## src/assert_macros.svh

```systemverilog
// Assertion helper macros, compiled out under SYNTHESIS
`ifndef ASSERT_MACROS_SVH
`define ASSERT_MACROS_SVH
`ifndef SYNTHESIS
`define ASSERT_IMPL(label, clk, rst, prop) \
  label: assert property (@(posedge clk) disable iff (rst) prop) \
    else $error("assertion failed");
`define ASSERT_NORST(label, clk, prop) \
  label: assert property (@(posedge clk) prop) else $error("assertion failed");
`else
`define ASSERT_IMPL(label, clk, rst, prop)
`define ASSERT_NORST(label, clk, prop)
`endif
`endif

```

## src/cle_pkg.sv

```systemverilog
// ----------------------------------------------------------------------------
// cle_pkg
// Shared types and codes for the circular list engine.
// ----------------------------------------------------------------------------
package cle_pkg;

  localparam logic [2:0] CMD_INS_FRONT = 3'd0;
  localparam logic [2:0] CMD_INS_BACK  = 3'd1;
  localparam logic [2:0] CMD_REM_FRONT = 3'd2;
  localparam logic [2:0] CMD_REM_BACK  = 3'd3;
  localparam logic [2:0] CMD_REM_AFTER = 3'd4;
  localparam logic [2:0] CMD_LIST      = 3'd5;

  localparam logic [1:0] ST_OK       = 2'd0;
  localparam logic [1:0] ST_EMPTY    = 2'd1;
  localparam logic [1:0] ST_NOTFOUND = 2'd2;
  localparam logic [1:0] ST_FULL     = 2'd3;

  typedef enum logic [3:0] {
    S_IDLE,
    S_DECODE,
    S_INSERT,
    S_REMF_RD,
    S_REMF,
    S_WALK_RD,
    S_WALK,
    S_REMB,
    S_MATCH_RD,
    S_MATCH,
    S_DEL_RD,
    S_DEL,
    S_LIST_RD,
    S_LIST,
    S_REPORT
  } state_t;

  // controller -> datapath
  typedef struct packed {
    logic       load;       // capture command and value
    logic       rd_head;    // read address = head
    logic       rd_link;    // read address = link of pointer node
    logic       rd_en;
    logic       do_insert;
    logic       do_remf;
    logic       step;       // ptr <= link, idx++
    logic       do_remb;
    logic       do_del;
    logic       rem_single;
    logic       emit;
    logic [1:0] status;
    logic       item;       // emit carries the read value
    logic       last;
  } ctrl_t;

  // datapath -> controller
  typedef struct packed {
    logic [2:0] cmd;
    logic       empty;
    logic       single;
    logic       full;
    logic       link_is_tail; // read link equals tail
    logic       match;        // read value equals target
    logic       ptr_is_tail;
    logic       idx_end;      // idx + 1 == count
  } stat_t;

endpackage

```

## src/cle_ram.sv

```systemverilog
// ----------------------------------------------------------------------------
// cle_ram
// Generic single-port-write, single-port-read RAM with registered read.
// ----------------------------------------------------------------------------
module cle_ram #(
  parameter int WIDTH = 32,
  parameter int DEPTH = 16
) (
  input  logic                     clk,
  input  logic                     we,
  input  logic [$clog2(DEPTH)-1:0] waddr,
  input  logic [WIDTH-1:0]         wdata,
  input  logic                     re,
  input  logic [$clog2(DEPTH)-1:0] raddr,
  output logic [WIDTH-1:0]         rdata
);
  logic [WIDTH-1:0] mem [DEPTH];

  always_ff @(posedge clk) begin
    if (we) mem[waddr] <= wdata;
    if (re) rdata <= mem[raddr];
  end
endmodule

```

## src/cle_datapath.sv

```systemverilog
// ----------------------------------------------------------------------------
// cle_datapath
// Node pool, free map, head/tail/count registers and the walking pointer.
// ----------------------------------------------------------------------------
`include "assert_macros.svh"
module cle_datapath #(
  parameter int CAPACITY = 16
) (
  input  logic                clk,
  input  logic                rst,
  input  logic [2:0]          command,
  input  logic signed [31:0]  value,
  input  cle_pkg::ctrl_t      ctrl,
  output cle_pkg::stat_t      stat,
  output logic                strobe,
  output logic [1:0]          status,
  output logic signed [31:0]  item_value,
  output logic                last,
  output logic [$clog2(CAPACITY+1)-1:0] element_count
);
  localparam int AW = $clog2(CAPACITY);
  localparam int CW = $clog2(CAPACITY+1);

  logic [2:0]    cmd;
  logic [31:0]   target;
  logic [AW-1:0] head, tail, ptr, prev;
  logic [CW-1:0] count, idx;
  logic [CAPACITY-1:0] free_map;
  logic [AW-1:0] free_idx;
  logic          any_free;

  logic [31:0]   rd_val;
  logic [AW-1:0] rd_lnk;
  logic          v_we, l_we, rd_en;
  logic [AW-1:0] v_wa, l_wa, l_wd, raddr;

  // lowest free node
  always_comb begin
    free_idx = '0;
    any_free = 1'b0;
    for (int i = CAPACITY-1; i >= 0; i--) begin
      if (free_map[i]) begin
        free_idx = AW'(i);
        any_free = 1'b1;
      end
    end
  end

  always_comb begin
    if (ctrl.rd_head)      raddr = head;
    else if (ctrl.rd_link) raddr = rd_lnk;
    else                   raddr = ptr;
  end
  assign rd_en = ctrl.rd_en;

  // writes: insert writes value and link of new node; the tail link write
  // for insert and the other link updates go through the link port
  always_comb begin
    v_we = ctrl.do_insert;
    v_wa = free_idx;
    l_we = 1'b0;
    l_wa = ptr;
    l_wd = head;
    if (ctrl.do_insert) begin
      l_we = 1'b1;
      l_wa = free_idx;
      l_wd = (count == '0) ? free_idx : head;
    end else if (ctrl.do_remf) begin
      l_we = 1'b1;
      l_wa = tail;
      l_wd = rd_lnk;
    end else if (ctrl.do_remb) begin
      l_we = 1'b1;
      l_wa = ptr;
      l_wd = head;
    end else if (ctrl.do_del) begin
      l_we = 1'b1;
      l_wa = ptr;
      l_wd = rd_lnk;
    end
  end

  // tail link fix after insert into a non-empty list, done in the following cycle
  logic          fix_pend;
  logic [AW-1:0] fix_node, fix_tail;

  logic          lw_we;
  logic [AW-1:0] lw_wa, lw_wd;
  always_comb begin
    lw_we = l_we;
    lw_wa = l_wa;
    lw_wd = l_wd;
    if (fix_pend) begin
      lw_we = 1'b1;
      lw_wa = fix_tail;
      lw_wd = fix_node;
    end
  end

  cle_ram #(.WIDTH(32), .DEPTH(CAPACITY)) u_vals (
    .clk(clk), .we(v_we), .waddr(v_wa), .wdata(target),
    .re(rd_en), .raddr(raddr), .rdata(rd_val)
  );
  cle_ram #(.WIDTH(AW), .DEPTH(CAPACITY)) u_links (
    .clk(clk), .we(lw_we), .waddr(lw_wa), .wdata(lw_wd),
    .re(rd_en), .raddr(raddr), .rdata(rd_lnk)
  );

  always_ff @(posedge clk) begin
    if (ctrl.load) begin
      target <= value;
    end
    fix_node <= free_idx;
    fix_tail <= tail;
    if (ctrl.rd_head) begin
      ptr <= head;
      idx <= '0;
    end else if (ctrl.step) begin
      prev <= ptr;
      ptr  <= rd_lnk;
      idx  <= idx + CW'(1);
    end else if (ctrl.rd_link) begin
      // successor of the match node, the one to be unlinked
      prev <= rd_lnk;
    end
    if (rst) begin
      head     <= '0;
      tail     <= '0;
      count    <= '0;
      free_map <= '1;
      fix_pend <= 1'b0;
      strobe   <= 1'b0;
      cmd      <= '0;
    end else begin
      if (ctrl.load) begin
        cmd <= command;
      end
      fix_pend <= ctrl.do_insert && (count != '0);
      strobe   <= ctrl.emit;
      if (ctrl.emit) begin
        status     <= ctrl.status;
        item_value <= ctrl.item ? rd_val : '0;
        last       <= ctrl.last;
      end
      if (ctrl.do_insert) begin
        free_map[free_idx] <= 1'b0;
        count <= count + CW'(1);
        if (count == '0) begin
          head <= free_idx;
          tail <= free_idx;
        end else if (cmd == cle_pkg::CMD_INS_FRONT) begin
          head <= free_idx;
        end else begin
          tail <= free_idx;
        end
      end
      if (ctrl.rem_single) begin
        free_map[head] <= 1'b1;
        head  <= '0;
        tail  <= '0;
        count <= '0;
      end
      if (ctrl.do_remf) begin
        free_map[head] <= 1'b1;
        head  <= rd_lnk;
        count <= count - CW'(1);
      end
      if (ctrl.do_remb) begin
        free_map[tail] <= 1'b1;
        tail  <= ptr;
        count <= count - CW'(1);
      end
      if (ctrl.do_del) begin
        // ptr = match node, prev holds the deleted node index
        free_map[prev] <= 1'b1;
        if (prev == tail) tail <= ptr;
        count <= count - CW'(1);
      end
    end
  end

  assign element_count = count;

  always_comb begin
    stat.cmd          = cmd;
    stat.empty        = (count == '0);
    stat.single       = (count == CW'(1));
    stat.full         = !any_free;
    stat.link_is_tail = (rd_lnk == tail);
    stat.match        = (rd_val == target);
    stat.ptr_is_tail  = (ptr == tail);
    stat.idx_end      = (idx + CW'(1) == count);
  end

  `ASSERT_IMPL(a_count_range, clk, rst, count <= CW'(CAPACITY))
  `ASSERT_IMPL(a_free_count, clk, rst,
    $countones(free_map) + count == CAPACITY)
  `ASSERT_IMPL(a_one_update, clk, rst,
    $onehot0({ctrl.do_insert, ctrl.do_remf, ctrl.do_remb, ctrl.do_del,
              ctrl.rem_single}))
endmodule

```

## src/cle_ctrl.sv

```systemverilog
// ----------------------------------------------------------------------------
// cle_ctrl
// Command sequencer: decodes, walks the list one node read at a time,
// commits updates and issues result beats.
// ----------------------------------------------------------------------------
`include "assert_macros.svh"
module cle_ctrl (
  input  logic           clk,
  input  logic           rst,
  input  logic           start,
  output logic           busy,
  input  cle_pkg::stat_t stat,
  output cle_pkg::ctrl_t ctrl
);
  cle_pkg::state_t state, state_next;
  logic [1:0] rstat, rstat_next;

  always_ff @(posedge clk) begin
    if (rst) begin
      state <= cle_pkg::S_IDLE;
      rstat <= cle_pkg::ST_OK;
    end else begin
      state <= state_next;
      rstat <= rstat_next;
    end
  end

  always_comb begin
    state_next = state;
    rstat_next = rstat;
    ctrl = '0;
    busy = (state != cle_pkg::S_IDLE);
    unique case (state)
      cle_pkg::S_IDLE: begin
        if (start) begin
          ctrl.load  = 1'b1;
          state_next = cle_pkg::S_DECODE;
        end
      end
      cle_pkg::S_DECODE: begin
        rstat_next = cle_pkg::ST_OK;
        state_next = cle_pkg::S_REPORT;
        unique case (stat.cmd) inside
          cle_pkg::CMD_INS_FRONT, cle_pkg::CMD_INS_BACK: begin
            if (stat.full) rstat_next = cle_pkg::ST_FULL;
            else           state_next = cle_pkg::S_INSERT;
          end
          cle_pkg::CMD_REM_FRONT, cle_pkg::CMD_REM_BACK: begin
            if (stat.empty) rstat_next = cle_pkg::ST_EMPTY;
            else if (stat.single) ctrl.rem_single = 1'b1;
            else begin
              ctrl.rd_head = 1'b1;
              ctrl.rd_en   = 1'b1;
              state_next = (stat.cmd == cle_pkg::CMD_REM_FRONT) ?
                           cle_pkg::S_REMF : cle_pkg::S_WALK;
            end
          end
          cle_pkg::CMD_REM_AFTER: begin
            if (stat.empty) rstat_next = cle_pkg::ST_EMPTY;
            else begin
              ctrl.rd_head = 1'b1;
              ctrl.rd_en   = 1'b1;
              state_next   = cle_pkg::S_MATCH;
            end
          end
          cle_pkg::CMD_LIST: begin
            if (stat.empty) rstat_next = cle_pkg::ST_EMPTY;
            else begin
              ctrl.rd_head = 1'b1;
              ctrl.rd_en   = 1'b1;
              state_next   = cle_pkg::S_LIST;
            end
          end
          default: ;
        endcase
      end
      cle_pkg::S_INSERT: begin
        ctrl.do_insert = 1'b1;
        state_next     = cle_pkg::S_REMF_RD;  // spare cycle for the tail link fix
      end
      cle_pkg::S_REMF_RD: state_next = cle_pkg::S_REPORT;
      cle_pkg::S_REMF: begin
        ctrl.do_remf = 1'b1;
        state_next   = cle_pkg::S_REPORT;
      end
      cle_pkg::S_WALK: begin
        // rd data is node ptr; stop when its link is the tail
        if (stat.link_is_tail) begin
          ctrl.do_remb = 1'b1;
          state_next   = cle_pkg::S_REPORT;
        end else begin
          ctrl.step  = 1'b1;
          state_next = cle_pkg::S_WALK_RD;
        end
      end
      cle_pkg::S_WALK_RD: begin
        ctrl.rd_en = 1'b1;
        state_next = cle_pkg::S_WALK;
      end
      cle_pkg::S_MATCH: begin
        if (stat.match) begin
          if (stat.ptr_is_tail) begin
            rstat_next = cle_pkg::ST_NOTFOUND;
            state_next = cle_pkg::S_REPORT;
          end else begin
            ctrl.rd_link = 1'b1;
            ctrl.rd_en   = 1'b1;
            state_next   = cle_pkg::S_DEL_RD;
          end
        end else if (stat.idx_end) begin
          rstat_next = cle_pkg::ST_NOTFOUND;
          state_next = cle_pkg::S_REPORT;
        end else begin
          ctrl.step  = 1'b1;
          state_next = cle_pkg::S_MATCH_RD;
        end
      end
      cle_pkg::S_MATCH_RD: begin
        ctrl.rd_en = 1'b1;
        state_next = cle_pkg::S_MATCH;
      end
      cle_pkg::S_DEL_RD: begin
        // deleted node's link on its way out of the RAM; prev = del, ptr = match
        state_next = cle_pkg::S_DEL;
      end
      cle_pkg::S_DEL: begin
        ctrl.do_del = 1'b1;
        state_next  = cle_pkg::S_REPORT;
      end
      cle_pkg::S_LIST: begin
        ctrl.emit   = 1'b1;
        ctrl.item   = 1'b1;
        ctrl.status = cle_pkg::ST_OK;
        if (stat.idx_end) begin
          ctrl.last  = 1'b1;
          state_next = cle_pkg::S_IDLE;
        end else begin
          ctrl.step  = 1'b1;
          state_next = cle_pkg::S_LIST_RD;
        end
      end
      cle_pkg::S_LIST_RD: begin
        ctrl.rd_en = 1'b1;
        state_next = cle_pkg::S_LIST;
      end
      cle_pkg::S_REPORT: begin
        ctrl.emit   = 1'b1;
        ctrl.status = rstat;
        ctrl.last   = 1'b1;
        state_next  = cle_pkg::S_IDLE;
      end
      default: state_next = cle_pkg::S_IDLE;
    endcase
  end

  `ASSERT_IMPL(a_no_start_busy, clk, rst,
    (busy && start) |=> state != cle_pkg::S_DECODE || $past(state) == cle_pkg::S_IDLE)
  `ASSERT_IMPL(a_emit_last_idle, clk, rst, (ctrl.emit && ctrl.last) |=> !busy)
  `ASSERT_IMPL(a_load_idle, clk, rst, ctrl.load |-> state == cle_pkg::S_IDLE)
endmodule

```

## src/circular_list_engine.sv

```systemverilog
// ----------------------------------------------------------------------------
// circular_list_engine
// Bounded circular singly linked list of signed 32-bit values.
// ----------------------------------------------------------------------------
// A command (command, value) is taken at a clock edge with start high and busy
// low. busy stays high until the cycle of the command's last result beat.
// Each result beat shows on status, item_value, last and element_count for
// one cycle with strobe high; the receiver cannot stall, so the block never
// waits on it. After the accepting edge, an insert passes the DECODE, INSERT,
// REMF_RD and REPORT states before its registered beat, a remove-front DECODE,
// REMF and REPORT, and the empty, full, single-element and unknown-command
// answers DECODE and REPORT. Remove-back and remove-after walk the links one
// node read at a time from the single read port of the node RAMs, a read state
// and a check state per node. List-all gives one beat per node from the head,
// the last on the tail. An empty list-all gives one beat with the empty status.
// Reset empties the list at once: all nodes free, count zero; node contents
// are not cleared, and only written nodes are ever read. busy is already low
// during the last beat, so the next command may be taken at the edge ending it.
// ----------------------------------------------------------------------------
module circular_list_engine #(
  parameter int CAPACITY = 16
) (
  input  logic                clk,
  input  logic                rst,
  input  logic                start,
  output logic                busy,
  input  logic [2:0]          command,
  input  logic signed [31:0]  value,
  output logic                strobe,
  output logic [1:0]          status,
  output logic signed [31:0]  item_value,
  output logic                last,
  output logic [$clog2(CAPACITY+1)-1:0] element_count
);
  cle_pkg::ctrl_t ctrl;
  cle_pkg::stat_t stat;

  cle_ctrl u_ctrl (
    .clk(clk), .rst(rst), .start(start), .busy(busy),
    .stat(stat), .ctrl(ctrl)
  );

  cle_datapath #(.CAPACITY(CAPACITY)) u_dp (
    .clk(clk), .rst(rst), .command(command), .value(value),
    .ctrl(ctrl), .stat(stat), .strobe(strobe), .status(status),
    .item_value(item_value), .last(last), .element_count(element_count)
  );
endmodule
```

## config.mk

```make
export PLATFORM = sky130hd
export DESIGN_NAME = circular_list_engine
export DESIGN_NICKNAME = d
export VERILOG_FILES = /design/src/cle_pkg.sv /design/src/cle_ram.sv /design/src/cle_datapath.sv /design/src/cle_ctrl.sv /design/src/circular_list_engine.sv
export VERILOG_INCLUDE_DIRS = /design/src /design/src/src
export SDC_FILE = /design/constraint.sdc
export NUM_CORES = 1
export LEC_CHECK = 0
export BUFFER_PORTS_ARGS = -buffer_cell sky130_fd_sc_hd__buf_2
export CAP_MARGIN = 30
export CORE_ASPECT_RATIO = 0.6
export CORE_MARGIN = 2
export CORE_UTILIZATION = 55
export CTS_CLUSTER_DIAMETER = 150
export DETAILED_ROUTE_END_ITERATION = 10
export GPL_TIMING_DRIVEN = 0
export PLACE_DENSITY_LB_ADDON = 0.25
export RECOVER_POWER = 50
export SLEW_MARGIN = 30
export SYNTH_ARGS = -nofsm -noshare
export SYNTH_HDL_FRONTEND = slang
export SYNTH_HIERARCHICAL = 1
export SYNTH_SLANG_ARGS = --single-unit
export TNS_END_PERCENT = 20
```

## constraint.sdc

```tcl
create_clock -name clk -period 5.3 [get_ports clk]
set_clock_uncertainty 0.15 [all_clocks]
set_input_delay 0.795 -clock clk [delete_from_list [all_inputs] [get_ports clk]]
set_output_delay 0.795 -clock clk [all_outputs]
set_load 0.005 [all_outputs]
```

## Word level (Yosys, flattened, before mapping)

Memories as Yosys holds them, arrays and structs flattened. A register that Yosys moved wholly into a read port is not among the register bits.
Index checks and enable logic that the tools add are counted.

- Flip-flop bits (word level): 128
- Latch bits: 0
- Bits in writable memories: 576
- ROM bits: 0
- Word-level logic and storage cells: 231
- Memories kept: 2

- $add $sub $neg: 3
- Multipliers: 0
- Divide/modulo/power cells: 0
- Magnitude comparators: 8
- Equality and inequality tests: 27
- Shift-type cells: 0
- Mux-type cells: 139
- Bitwise operators: 8
- Reduce and logical (&&, ||, !) cells: 26

Memory list:

| memory | depth | bits a word | rd ports | clocked after memory_dff | write ports | RTL line | source |
|---|---|---|---|---|---|---|---|
| u_dp.u_vals.mem | 16 | 32 | 1 | 1 | 1 | cle_ram.sv:17 | `logic [WIDTH-1:0] mem [DEPTH];` |
| u_dp.u_links.mem | 16 | 4 | 1 | 1 | 1 | cle_ram.sv:17 |  |

Operator list:

| cell | count |
|---|---|
| 4-bit two-way mux | 49 |
| 16-bit two-way mux | 9 |
| 16-bit bitwise OR | 4 |
| 1-bit two-way mux | 51 |
| 4-bit case mux with 11 select lines | 1 |
| 32-bit equality test | 1 |
| 4-bit equality test, second input constant | 7 |
| 5-bit two-way mux | 5 |
| 4-bit by 5-bit < comparator with 1-bit output, second input constant | 4 |
| 16-bit AND | 1 |
| 1-bit demux with 4-bit select | 4 |
| 4-bit by 1-bit greater-or-equal comparator with 1-bit output, second input constant | 4 |
| 2-bit two-way mux | 8 |
| 16-bit NOT | 1 |
| 4-bit case mux with 4 select lines | 1 |
| 4-bit by 3-bit equality test with 1-bit output, second input constant | 3 |
| 4-bit equality test | 3 |
| 3-bit two-way mux | 4 |
| 5-bit by 1-bit adder with 5-bit output, second input constant | 2 |
| 5-bit nonzero test | 2 |
| 4-bit by 2-bit equality test with 1-bit output, second input constant | 2 |
| 2-bit case mux with 2 select lines | 2 |
| 4-bit nonzero test | 2 |
| 3-bit by 2-bit equality test with 1-bit output, second input constant | 2 |
| 23 further kinds | 39 |

## Longest topological paths before layout

- Word-level depth: 35
- Mapped depth: 14

## Cells and area by module

Netlist, hierarchy kept.

Modules (own cells, without submodules):

| module | times used | cells an instance | area each (um^2) | seq. area each (um^2) |
|---|---|---|---|---|
| cle_ram (u_dp.u_vals) | 1 | 838 | 20,155.6 | 16,335.7 |
| cle_datapath | 1 | 571 | 6,009.5 | 3,193.1 |
| cle_ram (u_dp.u_links) | 1 | 130 | 2,706.3 | 2,042.0 |
| cle_ctrl | 1 | 100 | 698.2 | 120.1 |

## Worst setup path before layout

OpenSTA, ideal clock, no wires.

- Path type: flip-flop to flip-flop
- From: register u_dp.free_map[12]
- To: memory u_dp.u_vals.mem[0][0], enable pin
- Library setup time: 0.461 ns
- Data arrival time: 3.999 ns
- Setup slack: 0.690 ns
- Cell stages (with the launch flop): 6
- Buffers on the path: 0
- Period minus slack after synthesis: 4.610 ns
- Cell sequence: dfxtp_1 nor4_1 nor2b_1 o21a_1 or3b_2 nor3_1

- Word-level cells in the longest chain between the ends: 13

Ends and longest elaborated chain:

| item | RTL line | source |
|---|---|---|
| start, declared | cle_datapath.sv:28 | `logic [CAPACITY-1:0] free_map;` |
| start signal, assigned | cle_datapath.sv:130 | `free_map <= '1;` |
| start signal, assigned by index | cle_datapath.sv:146 | `free_map[free_idx] <= 1'b0;` |
| start signal, assigned by index | cle_datapath.sv:158 | `free_map[head] <= 1'b1;` |
| 4-bit two-way mux (13 in a row) | cle_datapath.sv:42 | `if (free_map[i]) begin` |
| net u_dp.free_idx[2] | cle_datapath.sv:29 | `logic [AW-1:0] free_idx;` |
| end, declared | cle_ram.sv:17 |  |

The timed path passes the listed nets, and every way through them passes these cells.

## Worst setup path after layout

- From: register u_dp.free_map[3]
- To: memory u_dp.u_vals.mem[8][23], enable pin

- Word-level cells in the longest chain between the ends: 4

Ends and longest elaborated chain:

| item | RTL line |
|---|---|
| 4-bit two-way mux (4 in a row) | cle_datapath.sv:42 |
| net u_dp.free_idx[3] | cle_datapath.sv:29 |

The timed path passes the listed nets, and every way through them passes these cells.

==> flow_summary_export.csv <==
group,metric,value,unit
sta,fin_setup_tns,0,ns
die,die_h,184,um
die,start_util,55.9,%
synthesis,synth_top_cell_by_area,"edfxtp_1",
sta,slew_headroom,-6.88,%
synthesis,synth_async_sr_flop_share,0,%
routing,detail-route-antenna-nets,0,
setup_path,endpoint_kind,"flip-flop",
placed_design,dp_hpwl,50.9,mm
sta,layout_min_cycle_time,5.20,ns
die,rows,65,
min_path,hp-class,"in -> reg",
sta,hold_viol,0,
synthesis,ys_top_cells_by_area,"edfxtp_1 70%, mux4_2 9.9%, dfxtp_1 3.6%",
clock_network,cts.path.max_buffers,3,
routing,first_pass_iters,8,
grt,grt_max_degree,32,
setup_path,required,5.45,ns
power_and_ir_drop,powerDensity,384,nW/um^2
routing,vias,16911,
grt,grt_pass1_wl,109,mm
power_and_ir_drop,p_leak,0.0110,uW
synthesis,dominantRegCellSynth,"edfxtp_1",
synthesis,synth_top_area_share,69.8,%
die,fp.dieArea,55700,um^2
synthesis,yosysUniqueCellTypes,74,
synthesis,yosysMostFrequentCell,"edfxtp_1",
clock_network,cts_tree,"done",
die,die_width,303,um
placed_design,gp_congestion,0.956,
layout,fin_nets,1907,
sta,holdWs,0.224,ns
synthesis,ys_ff_latch,740,
sta,setup_viol,0,
die,ioPinCount,80,
placed_design,portBuffers,79,
synthesis,synthesis.nets,1681,
power_and_ir_drop,swShare,25.0,%
layout,area_delta_synth_final,15.4,%
grt,grt_pass1_vias,16203,
layout,num-fill-cells,3577,
clock_network,clock-sinks,740,
routing,drt-total-wl,74.8,mm
grt,grt_use_total,27.3,%
routing,vias_per_cell,6.46,
setup_path,cp_max_fo,11,
clock_network,cts-root-buf,"clkbuf_16",
setup_path,criticalPathCategory,"reg -> reg",
synthesis,synth-edff-count,687,
routing,wl_per_cell,28.6,um
power_and_ir_drop,p_seq_share,53.8,%
clock_network,numCtsBuffers,66,
placed_design,placed_cell_area,32000,um^2
power_and_ir_drop,p_int,9840,uW
layout,drive_above_1_share,21.9,%
synthesis,synth.cell_area,29600,um^2
sta,finalMaxSlewViolations,38,
clock_network,insertion_delay,0.59,ns
status,outcome,"finished, violations left",
status,violations,"capacitance limit, slew limit",
synthesis,avgSynthCellArea,18.0,um^2
flow_run,cap_violations,3,
sta,tightest_slew,1.60,ns
synthesis,synth_warnings,6,
power_and_ir_drop,vdd_drop_max,0.000247,V
clock_network,path_clk_slew,0.07,ns
die,core,52900,um^2
clock_network,h-tree-depth,3,
setup_path,worstSetupStartpointType,"flip-flop",
clock_network,cts_hold_buf,0,
layout,final_cell_area,34100,um^2
synthesis,ys_seq_area_share,73.4,%
routing,drc_errors,0,
sta,fmax,192,MHz
setup_path,crit_arrival,5.35,ns
sta,post-route-period-util,98.1,%
layout,diodes,0,
grt,grt_overflow,0,
power_and_ir_drop,p_clk_share,35.1,%
power_and_ir_drop,p_sw,3280,uW
routing,first_iter_violations,2376,
power_and_ir_drop,p_comb_share,11.1,%
synthesis,syn_inst,1639,
grt,antenna_found_initial,1,
synthesis,synthTopCellsByCount,"687 x edfxtp_1, 130 x mux4_2, 81 x nor2_1, 78 x nand2_1, 72 x a22oi_1",
==> power by group through the flow <==
stage / logic (uW) / registers, uW / clock network (uW)
after floorplan: 823 / 7100 / 0
after global placement: 1230 / 7220 / 0
after global routing: 1550 / 7080 / 4910
after CTS: 1410 / 7080 / 4680
after detailed placement: 1360 / 7220 / 0
final: 1450 / 7050 / 4610
==> stage by stage <==
stage | setup slack (ns) | total power (uW) | util, % | instances
floorplan | 0.690 | 7920 | - | 1639
global placement | -2.25 | 8450 | 58.3 | 2421
detailed placement | -1.02 | 8580 | 60.5 | 2472
CTS | 0.0191 | 13200 | 64.6 | 2594
global route | -0.0208 | 13500 | 64.6 | 2617
finish | 0.101 | 13100 | 64.6 | 2617
==> flip-flops by register name, indices dropped and copies added (netlist names), 5 cells and up <==
| signal | count |
|---|---|
| u_dp/element_count | 5 |
| u_dp/idx | 5 |
| u_dp/u_vals/rdata | 32 |
| u_dp/item_value | 32 |
| u_dp/free_map | 16 |
| u_dp/u_links/mem | 64 |
| u_dp/u_vals/mem | 512 |
| u_dp/target | 32 |
==> critical path, stage by stage (launching register included) <==
cell      delay [ns]
dfxtp_1         0.37
or4_1           0.61
a211oi_1        1.27
nand3b_1        0.53
nor3_1          0.89
clkbuf_1        0.45
buf_4           0.28
buf_6           0.16
buf_4           0.17
==> worst paths after layout <==
check / from / to / slack (ns) / cells after the start
max: u_dp/free_map[3] / u_dp/u_vals/mem[8][23] / 0.10 / 8
min: value[23] / u_dp/target[23] / 0.22 / 1
max reg2reg: u_dp/free_map[3] / u_dp/u_vals/mem[8][23] / 0.10 / 8
min reg2reg: u_dp/tail[2] / u_dp/fix_tail[2] / 0.24 / 0
==> cells by family (layout without fill, tap and decap cells) <==
logic type,after synthesis,after routing,synth area share [%]
multiplexers,162,162,11.8
AND/OR/NAND/NOR,348,348,6.07
AO/OA/AOI/OAI,217,217,5.26
XOR/XNOR,56,56,1.66
buffers and inverters,112,387,1.73
adder cells (fa/ha/maj),4,4,0.169
flip-flops,740,740,73.4
==> cell type report <==
class / count / area [um^2] / area share (%)
buffer: 87 / 467 / 1.37
clock buffer: 80 / 1730 / 5.06
clock inverter: 37 / 317 / 0.928
inverter: 25 / 93.8 / 0.275
multi-input combinational: 787 / 7540 / 22.1
sequential: 740 / 21700 / 63.6
tap: 703 / 880 / 2.58
timing repair buffer: 158 / 1420 / 4.16
==> metal layers <==
metal | vias up | GRT usage, % | routed length [um]
li1 | 7085 | - | -
met4 | 2 | 6.37 | 1650
met3 | 115 | 7.39 | 9240
met1 | 8670 | 43.4 | 32200
met2 | 1039 | 37.6 | 31700
met5 | - | 0 | 11
==> repair_timing <==
| action | CTS | global route |
|---|---|---|
| resized for setup | 28 | 6 |
| setup buffers | 5 | 23 |
| cloned | 0 | 0 |
| endpoints found under the setup margin | 36 | 34 |
| endpoints found under the hold margin | 0 | 0 |
| pin swaps | 0 | 1 |
==> cells in the final DEF, fill, tap and decap left out, drive strengths merged, types with 7 or more instances in the layout <==
| cell | count |
|---|---|
| nand3 | 22 |
| buf | 139 |
| nand2 | 79 |
| o21ai | 34 |
| mux2i | 16 |
| xnor2 | 7 |
| inv | 28 |
| a21oi | 25 |
| clkinv | 27 |
| nor4 | 21 |
| o22ai | 8 |
| a211oi | 10 |
| nand3b | 9 |
| edfxtp | 687 |
| nand2b | 17 |
| mux4 | 144 |
| dfxtp | 53 |
| and2 | 33 |
| a22oi | 72 |
| clkbuf | 182 |
| xor2 | 49 |
| o211ai | 7 |
| nor3 | 31 |
| nor2b | 12 |
| nor2 | 81 |
| a31oi | 8 |
No activity file was read; power rests on OpenSTA's default activity.
